File: config.mk
export PLATFORM = sky130hd
export DESIGN_NAME = quadrature_pi_motor_controller_core
export DESIGN_NICKNAME = d
export VERILOG_FILES = /design/src/hdl/qpmc_pkg.sv /design/src/hdl/quadrature_pi_motor_controller_core.sv /design/src/hdl/qpmc_csr.sv /design/src/hdl/qpmc_datapath.sv
export SDC_FILE = /design/constraint.sdc
export NUM_CORES = 2
export LEC_CHECK = 0
export ABC_CLOCK_PERIOD_IN_PS = 14600
export BUFFER_PORTS_ARGS = -buffer_cell sky130_fd_sc_hd__buf_2
export CAP_MARGIN = 30
export CORE_AREA = 2 2 312 314
export DETAILED_ROUTE_END_ITERATION = 10
export DIE_AREA = 0 0 314 316
export GPL_TIMING_DRIVEN = 0
export PLACE_DENSITY = 0.66
export SLEW_MARGIN = 20
export SYNTH_ARGS = -nofsm -noshare
export SYNTH_HDL_FRONTEND = slang
export SYNTH_SLANG_ARGS = --single-unit
File: constraint.sdc
create_clock -name clock -period 14.6 [get_ports clock]
set_input_delay 0.73 -clock clock [delete_from_list [all_inputs] [get_ports clock]]
set_output_delay 0.73 -clock clock [all_outputs]
set_load 0.005 [all_outputs]
File: src/hdl/qpmc_pkg.sv
`timescale 1ns / 1ps

package qpmc_pkg;

   localparam int SCALE_SHIFT = 7;
   localparam int SIG_MAX     = 32640;
   localparam int PERIOD_MAX  = 127;
   localparam int TOTAL_MAX   = 32767;
   localparam int DRIVE_MAX   = 255;

   localparam int CSR_INDEX_WIDTH = 3;
   localparam int CSR_DATA_WIDTH  = 16;

   typedef enum logic [1:0] {
      KIND_ENCODER    = 2'd0,
      KIND_PERIOD     = 2'd1,
      KIND_CONTROL    = 2'd2,
      KIND_READ_CLEAR = 2'd3
   } kind_type;

   typedef enum logic [CSR_INDEX_WIDTH-1:0] {
      CSR_KP_GAIN        = 3'd0,
      CSR_KI_GAIN        = 3'd1,
      CSR_INTEGRAL_LIMIT = 3'd2,
      CSR_TARGET_SPEED   = 3'd3,
      CSR_DRIVE_ENABLED  = 3'd4
   } csr_index_type;

   typedef struct packed {
      kind_type kind;
      logic     pin_a;
      logic     pin_b;
   } req_type;

   typedef struct packed {
      logic signed [8:0]  control_signal;
      logic signed [15:0] proportional_term;
      logic signed [15:0] integral_term;
      logic signed [7:0]  period_ticks;
      logic signed [15:0] total_ticks;
   } rsp_type;

   typedef struct packed {
      logic signed [15:0] kp_gain;
      logic signed [15:0] ki_gain;
      logic [14:0]        integral_limit;
      logic signed [15:0] target_speed;
      logic               drive_enabled;
   } cfg_type;

endpackage

File: src/hdl/quadrature_pi_motor_controller_core.sv
`timescale 1ns / 1ps
// A transaction is accepted into the input register; its result is computed from there,
// registered in the output register, and presented from it until taken at a rising edge.
// Throughput: one transaction per cycle unless rsp_stall holds a result back.
// Reset is synchronous and clears the control registers, the accumulators, the tick
// counters and the last drive value to zero.

module quadrature_pi_motor_controller_core (
   input  logic                                clock,
   input  logic                                reset,
   input  logic                                req_valid,
   output logic                                req_stall,
   input  qpmc_pkg::req_type                   req_data,
   output logic                                rsp_valid,
   input  logic                                rsp_stall,
   output qpmc_pkg::rsp_type                   rsp_data,
   input  logic                                csr_valid,
   output logic                                csr_ready,
   input  logic [qpmc_pkg::CSR_INDEX_WIDTH-1:0] csr_index,
   input  logic [qpmc_pkg::CSR_DATA_WIDTH-1:0]  csr_wdata
);
   import qpmc_pkg::*;

   cfg_type cfg;
   req_type req_data_ff;
   rsp_type rsp_data_ff;
   rsp_type result;
   logic    req_valid_ff;
   logic    rsp_valid_ff;
   logic    advance;
   logic    update;

   assign advance   = !rsp_valid_ff || !rsp_stall;
   assign update    = advance && req_valid_ff;
   assign req_stall = req_valid_ff && !advance;
   assign rsp_valid = rsp_valid_ff;
   assign rsp_data  = rsp_data_ff;

   qpmc_csr u_csr (
      .clock     (clock),
      .reset     (reset),
      .csr_valid (csr_valid),
      .csr_ready (csr_ready),
      .csr_index (csr_index),
      .csr_wdata (csr_wdata),
      .cfg       (cfg)
   );

   qpmc_datapath u_datapath (
      .clock  (clock),
      .reset  (reset),
      .update (update),
      .req    (req_data_ff),
      .cfg    (cfg),
      .rsp    (result)
   );

   always_ff @(posedge clock) begin
      if (reset) begin
         req_valid_ff <= 1'b0;
         rsp_valid_ff <= 1'b0;
      end else begin
         if (advance) begin
            rsp_valid_ff <= req_valid_ff;
         end
         if (!req_stall) begin
            req_valid_ff <= req_valid;
         end
      end
   end

   always_ff @(posedge clock) begin
      if (req_valid && !req_stall) begin
         req_data_ff <= req_data;
      end
      if (update) begin
         rsp_data_ff <= result;
      end
   end

endmodule

File: src/hdl/qpmc_csr.sv
`timescale 1ns / 1ps

module qpmc_csr (
   input  logic                                clock,
   input  logic                                reset,
   input  logic                                csr_valid,
   output logic                                csr_ready,
   input  logic [qpmc_pkg::CSR_INDEX_WIDTH-1:0] csr_index,
   input  logic [qpmc_pkg::CSR_DATA_WIDTH-1:0]  csr_wdata,
   output qpmc_pkg::cfg_type                    cfg
);
   import qpmc_pkg::*;

   cfg_type cfg_ff;

   assign csr_ready = 1'b1;
   assign cfg       = cfg_ff;

   always_ff @(posedge clock) begin
      if (reset) begin
         cfg_ff <= '0;
      end else if (csr_valid && csr_ready) begin
         case (csr_index)
            CSR_KP_GAIN:        cfg_ff.kp_gain        <= csr_wdata;
            CSR_KI_GAIN:        cfg_ff.ki_gain        <= csr_wdata;
            CSR_INTEGRAL_LIMIT: cfg_ff.integral_limit <= csr_wdata[14:0];
            CSR_TARGET_SPEED:   cfg_ff.target_speed   <= csr_wdata;
            CSR_DRIVE_ENABLED:  cfg_ff.drive_enabled  <= csr_wdata[0];
            default: begin
            end
         endcase
      end
   end

endmodule

File: src/hdl/qpmc_datapath.sv
`timescale 1ns / 1ps

module qpmc_datapath (
   input  logic              clock,
   input  logic              reset,
   input  logic              update,
   input  qpmc_pkg::req_type req,
   input  qpmc_pkg::cfg_type cfg,
   output qpmc_pkg::rsp_type rsp
);
   import qpmc_pkg::*;

   localparam logic signed [17:0] SIG_HI    = 18'(SIG_MAX);
   localparam logic signed [17:0] SIG_LO    = -18'(SIG_MAX);
   localparam logic signed [17:0] PER_HI    = 18'(PERIOD_MAX);
   localparam logic signed [17:0] PER_LO    = -18'(PERIOD_MAX);
   localparam logic signed [17:0] TOT_HI    = 18'(TOTAL_MAX);
   localparam logic signed [17:0] TOT_LO    = -18'(TOTAL_MAX);
   localparam logic signed [17:0] DRV_HI    = 18'(DRIVE_MAX);
   localparam logic signed [17:0] DRV_LO    = -18'(DRIVE_MAX);
   localparam logic signed [17:0] ROUND_ADJ = 18'((1 << SCALE_SHIFT) - 1);

   // Adds b to a; a positive step saturates at the upper bound only, any
   // other step at the lower bound only.
   function automatic logic signed [17:0] sat_add(input logic signed [17:0] a,
                                                  input logic signed [17:0] b,
                                                  input logic signed [17:0] lo,
                                                  input logic signed [17:0] hi);
      logic signed [17:0] s;
      s = a + b;
      if (b > 18'sd0) begin
         return (s < hi) ? s : hi;
      end
      return (s > lo) ? s : lo;
   endfunction

   function automatic logic signed [17:0] clamp_sig(input logic signed [31:0] v);
      if (v > 32'(SIG_MAX)) begin
         return SIG_HI;
      end
      if (v < -32'(SIG_MAX)) begin
         return SIG_LO;
      end
      return v[17:0];
   endfunction

   logic               prev_a_ff, prev_a_in;
   logic               prev_b_ff, prev_b_in;
   logic signed [15:0] prop_ff, prop_in;
   logic signed [15:0] integ_ff, integ_in;
   logic signed [7:0]  period_ff, period_in;
   logic signed [15:0] total_ff, total_in;
   logic signed [8:0]  drive_ff, drive_in;

   logic               dir;
   logic signed [17:0] prop_x, integ_x, kp_x, ki_x, lim_x, pu, iu, tu;
   logic signed [17:0] sum, sum_adj, quot, drive_x, total_step;
   logic signed [31:0] prod_p, prod_i;

   always_comb begin
      prop_x  = 18'(prop_ff);
      integ_x = 18'(integ_ff);
      kp_x    = 18'(cfg.kp_gain);
      ki_x    = 18'(cfg.ki_gain);
      lim_x   = {3'b000, cfg.integral_limit};
      dir     = prev_b_ff ^ req.pin_a;
      pu      = dir ? -kp_x : kp_x;
      iu      = dir ? -ki_x : ki_x;
      tu      = dir ? 18'sd1 : -18'sd1;
      prod_p  = 32'(cfg.target_speed) * 32'(cfg.kp_gain);
      prod_i  = 32'(cfg.target_speed) * 32'(cfg.ki_gain);
      sum     = sat_add(prop_x, integ_x, SIG_LO, SIG_HI);
      sum_adj = sum + ((sum < 18'sd0) ? ROUND_ADJ : 18'sd0);
      quot    = sum_adj >>> SCALE_SHIFT;
      drive_x = (quot > DRV_HI) ? DRV_HI : ((quot < DRV_LO) ? DRV_LO : quot);

      prev_a_in  = prev_a_ff;
      prev_b_in  = prev_b_ff;
      prop_in    = prop_ff;
      integ_in   = integ_ff;
      period_in  = period_ff;
      total_step = 18'(total_ff);
      drive_in   = drive_ff;

      case (req.kind)
         KIND_ENCODER: begin
            if (req.pin_a != prev_a_ff || req.pin_b != prev_b_ff) begin
               prop_in    = 16'(sat_add(prop_x, pu, SIG_LO, SIG_HI));
               integ_in   = 16'(sat_add(integ_x, iu, -lim_x, lim_x));
               period_in  = 8'(sat_add(18'(period_ff), tu, PER_LO, PER_HI));
               total_step = sat_add(18'(total_ff), tu, TOT_LO, TOT_HI);
               prev_a_in  = req.pin_a;
               prev_b_in  = req.pin_b;
            end
         end
         KIND_PERIOD: begin
            prop_in   = 16'(clamp_sig(prod_p));
            integ_in  = 16'(sat_add(integ_x, clamp_sig(prod_i), -lim_x, lim_x));
            period_in = '0;
         end
         KIND_CONTROL: begin
            drive_in = cfg.drive_enabled ? drive_x[8:0] : 9'sd0;
         end
         default: begin
         end
      endcase

      total_in = (req.kind == KIND_READ_CLEAR) ? 16'sd0 : total_step[15:0];

      rsp.control_signal    = drive_in;
      rsp.proportional_term = prop_in;
      rsp.integral_term     = integ_in;
      rsp.period_ticks      = period_in;
      rsp.total_ticks       = total_step[15:0];
   end

   always_ff @(posedge clock) begin
      if (reset) begin
         prev_a_ff <= 1'b0;
         prev_b_ff <= 1'b0;
         prop_ff   <= '0;
         integ_ff  <= '0;
         period_ff <= '0;
         total_ff  <= '0;
         drive_ff  <= '0;
      end else if (update) begin
         prev_a_ff <= prev_a_in;
         prev_b_ff <= prev_b_in;
         prop_ff   <= prop_in;
         integ_ff  <= integ_in;
         period_ff <= period_in;
         total_ff  <= total_in;
         drive_ff  <= drive_in;
      end
   end

endmodule
After elaboration in Yosys (flattened, before gate mapping)
Index checks and enable logic that the tools add are counted.
Widths: inputs -> output; s select.

operators by class
  add/subtract/negate cells = 10
  multiply operators = 2
  $lt $le $gt $ge = 24
  equality and inequality tests = 9
  muxes and demuxes = 72
  bitwise logic cells = 1
  reduce and logical (&&, ||, !) cells = 17

operators with widths
  cell                  count
  $mux 16               25
  $mux 18               12
  $add 16x18->18        4
  $gt 18x1->1 const B   4
  $gt 32x16->1 const B  2
  $lt 32x16->1 const B  2
  $mul 16x16->32        2
  $pmux 16 s2           2
  $gt 18x16->1 const B  3
  $lt 18x16->1 const B  3
  $mux 8                5
  $gt 18x18->1          2
  $lt 18x16->1          2
  $mux 9                4
  $neg 16->18           2
  $mux 1                22
  $add 18x8->18         1
  $add 8x18->18         1
  $gt 18x8->1 const B   1
  $lt 18x1->1 const B   1
  $lt 18x8->1 const B   1
  $neg 15->18           1
  $add 16x16->17        1
  $gt 16x1->1 const B   1
  other kinds (18)      31

storage, ports and cells
  register bits = 202
  word-level logic and storage cells = 157

Logic depth before layout (Yosys ltp)
  word-level depth = 15
  mapped depth = 52

Cells and area by module
Synthesis repeated with hierarchy kept, for this count alone.

second synthesis, totals
  cells, all modules = 4543
  area, all modules = 39218.9 um^2

by module, submodules not included
  module                               instances  cells each  area each (um^2)  sequential area each (um^2)
  qpmc_datapath                        1          4232        34463.1           1341.3
  qpmc_csr                             1          232         2597.5            1281.2
  quadrature_pi_motor_controller_core  1          79          2158.3            2112.0

Worst setup path before layout
Ideal clock, no wire load.

  kind = register to register
  start point = register u_csr.cfg_ff (netlist bit u_csr.cfg[35])
  end point = register rsp_data_ff (netlist bit rsp_data[33]) (data pin)
  setup time = 265 ps
  arrival = 11404 ps
  required time = 14335 ps
  setup slack = 2931 ps
  stages on the path, launching flop included = 47
  path buffers = 5
  clock period less this slack = 11669 ps
  cells stage by stage = dfxtp_1 > clkbuf_1 > clkbuf_1 > nand2_1 > fa_1 > inv_1 > fa_1 > fa_1 > fa_1 > fa_1 > inv_1 > fa_1 > inv_1 > ha_1 > clkbuf_1 > nand4_1 > nor4_1 > o311ai_0 > [... 11 more ...] > o21bai_1 > a21oi_1 > o21bai_1 > a21oi_1 > xnor2_1 > ha_1 > a21o_1 > a21oi_1 > nor2b_1 > o21ai_0 > o311ai_0 > or4_1 > nand2b_1 > buf_2 > clkbuf_1 > mux2i_1 > nor2_1 > or3_1

RTL lines
  what                    line                                       RTL
  start: declaration      qpmc_csr.sv:14                             cfg_type cfg_ff;
  end signal: assignment  quadrature_pi_motor_controller_core.sv:77  rsp_data_ff <= result;
  end: declaration        quadrature_pi_motor_controller_core.sv:26  rsp_type rsp_data_ff;

==> reports/qor.yml <==
yosysMostFrequentCell: "inv_1"
netlist_instances: 4591
cp.required_ns: 14.87
areaGrowthSynthToFinish_pct: 7.77
rows: 114
post_cts_buffers: 0
synth_commonest_cells: "inv_1 (690), nand2_1 (595), fa_1 (532)"
endpoint_kind: "flop"
synthXorXnorAreaFrac: 0.0420
drv_slew: 0
stdcell_count: 6009
cts_made_buffers: 22
switching_share: 0.425
synth_warnings: 0
start_kind: "flop"
synth_nets: 5484
ir_drop_uv: 84.2
power.density_mw_per_mm2: 56.1
clock_latency_ns: 0.54
synth_area_mm2: 0.0380
worstSetupPathType: "reg -> reg"
drt_iter0_drc: 3210
coreArea_mm2: 0.0960
holdWs_ns: 0.369
fin_util: 0.427
synth_edf_count: 69
seq_power_share: 0.285
ios: 96
hp-class: "in -> reg"
reg2reg_from: "u_csr.cfg[41]"
synth-simple-area-share: 0.198
ys.flop_type: "dfxtp_1"
max_freq_ghz: 0.0728
muxShareOfSynthArea: 0.00984
rrSetupSlack_ns: 0.86
drc: 0
ys_ff_latch: 202
worst_slew_pin_slew_ns: 0.985
postRouteAntennaNets: 0
nets: 5607
finalHoldViolations: 0
clkSlewWorstSetupHoldPaths_ns: 0.06
die_w_um: 314
grt_pass1_wl_um: 186000
nFillCells: 9630
cts_tree: "built"
grt_max_degree: 51
holdPathStages: 1
reg2regPathDepth: 47
power_switching_uw: 976
hpwl_um: 98400
max_cap_violations: 0
synth_area_leader_cell: "fa_1"
synth_top_family_by_area: "adder cells"
cpMaxStageDelayCell: "a222oi_1"
synth-seq-area-share: 0.125
async_flop_share: 0
antenna_found_initial: 1
post_route_cells_drive_above_1_share: 0.0476
worstPathArrival_ns: 14.01
grt_overflow: 0
rsz0062_at_grt: "false"
crit_path_max_incr_delay_ns: 0.71
min_from: "req_data[2]"
finalClockSkew_ns: 0.0153
timing.final.crit_share: 0.941
power_frac_comb: 0.467
cts.path.max_buffers: 3
synth_compound_area_frac: 0.145
tns_ns: 0
initial_core_util: 0.396
first_pass_iters: 6
slew_headroom: 0.343
outcome: "finished clean"
vias: 33600
place_area_mm2: 0.0402
dp.cells: 5966
die_h_um: 316
setup_violations: 0
viasPerCell: 5.60
grt_use_total: 0.239
synthAdderAreaFrac: 0.391
netlist_top_cells_area: "fa_1 (28%), ha_1 (11%), dfxtp_1 (7.0%)"
critical_path.most_common_cell: "fa_1"
internal-power_uw: 1320
whs_endpoint: "req_data_ff[2]"
synth_cell_types: 104
syn_area_per_cell_um2: 8.28
crit_fanout: 10
final_cell_area_mm2: 0.0410
synth_top_area_share: 0.280
clockPowerShare: 0.248
grt_pass1_vias: 32900
dieArea_mm2: 0.0992
portBuffers: 93
routed_wl_um: 119000
root_buffer: "clkbuf_16"
r2r_end: "rsp_data[39]"
post_drt_wl_per_cell_um: 19.7
htree_levels: 1
cts_sinks: 202
post-route-min-period_ns: 13.74
gp_congestion: 0.959
leakagePower_uw: 0.0184
## placed cells by master, fill, tap and decap left out, types with 86 or more instances in the layout
master and instances:
ha_1 333, fa_1 530, xnor2_1 119, nand3_1 86
a21oi_1 255, and2_1 251, nor2_1 275, dfxtp_1 133
clkbuf_1 175, o21ai_0 139, buf_2 105, inv_1 690
nand2_1 595
## worst max-delay path: cells and delay by family (launching register included)
kind            cells  cell delay [ns]
fa+ha+maj           9             4.02
xor+xnor            1             0.65
simple gates       10             2.39
flops               1             0.34
buf+inv             9             1.86
mux                 1             0.19
compound gates     17             3.97
## state kept, by name (all words and copies together) (netlist names)
register	cells
req_data_ff	4
req_valid_ff	1
rsp_data	65
rsp_valid	1
u_csr.cfg	64
u_datapath.drive_ff	9
u_datapath.integ_ff	16
u_datapath.period_ff	8
u_datapath.prev_a_ff	1
u_datapath.prev_b_ff	1
u_datapath.prop_ff	16
u_datapath.total_ff	16
## routing by layer
| metal | track usage | part of all wire |
|---|---|---|
| met1 | 0.324 | 0.42 |
| met2 | 0.395 | 0.46 |
| met3 | 0.0336 | 0.087 |
| met4 | 0.0785 | 0.037 |
| met5 | 0 | 0.00010 |
## per-stage QoR
stage	setup WS, ns	total power [µW]
3_5_place_dp	-0.394	1700
4_1_cts	0.0206	2270
3_3_place_gp	-0.557	1690
6_report	0.860	2300
2_1_floorplan	2.93	1370
5_1_grt	0.0473	2420
## worst max-delay path by stage
| stage | startpoint | end | slack [ns] | depth (start not counted) |
|---|---|---|---|---|
| 3_5_place_dp | u_csr.cfg[35] | rsp_data[34] | -0.39 | 46 |
| 6_report | u_csr.cfg[41] | rsp_data[39] | 0.86 | 47 |
| 3_3_place_gp | u_csr.cfg[16] | rsp_data[28] | -0.56 | 44 |
| 5_1_grt | u_csr.cfg[43] | rsp_data[28] | 0.05 | 45 |
| 4_1_cts | u_csr.cfg[35] | rsp_data[28] | 0.02 | 41 |
| 2_1_floorplan | u_csr.cfg[35] | rsp_data[33] | 2.93 | 46 |
## repair_timing
item                       CTS  global route
gates resized for setup      3            38
pin swaps                    0             0
hold buffers                 0             0
setup endpoints to repair   28            32
## area by class of cell
cell class / count / area [µm²] / share of cell area
Clock buffer: 25 / 583 / 0.0142
Antenna cell: 3 / 7.51 / 0.000183
Tap cell: 1276 / 1600 / 0.0390
Buffer: 215 / 861 / 0.0210
Clock inverter: 15 / 146 / 0.00357
Sequential cell: 202 / 4730 / 0.116
Inverter: 690 / 2590 / 0.0632
Multi-Input combinational cell: 3483 / 29900 / 0.730
Timing Repair Buffer: 100 / 543 / 0.0133
## cells by family after synthesis
logic type | after synthesis
mux | 36
simple gates | 1558
compound gates | 840
buf+inv | 906
fa+ha+maj | 868
xor+xnor | 180
flops | 202
other cells | 1
## power groups by stage
stage | Sequential (µW) | Clock [µW] | Combinational [µW]
finish | 654 | 570 | 1070
global route | 654 | 596 | 1170
CTS | 652 | 574 | 1050
detailed placement | 664 | 0 | 1040
global placement | 665 | 0 | 1020
floorplan | 647 | 0 | 727
Power figures use the tool's default switching activity.
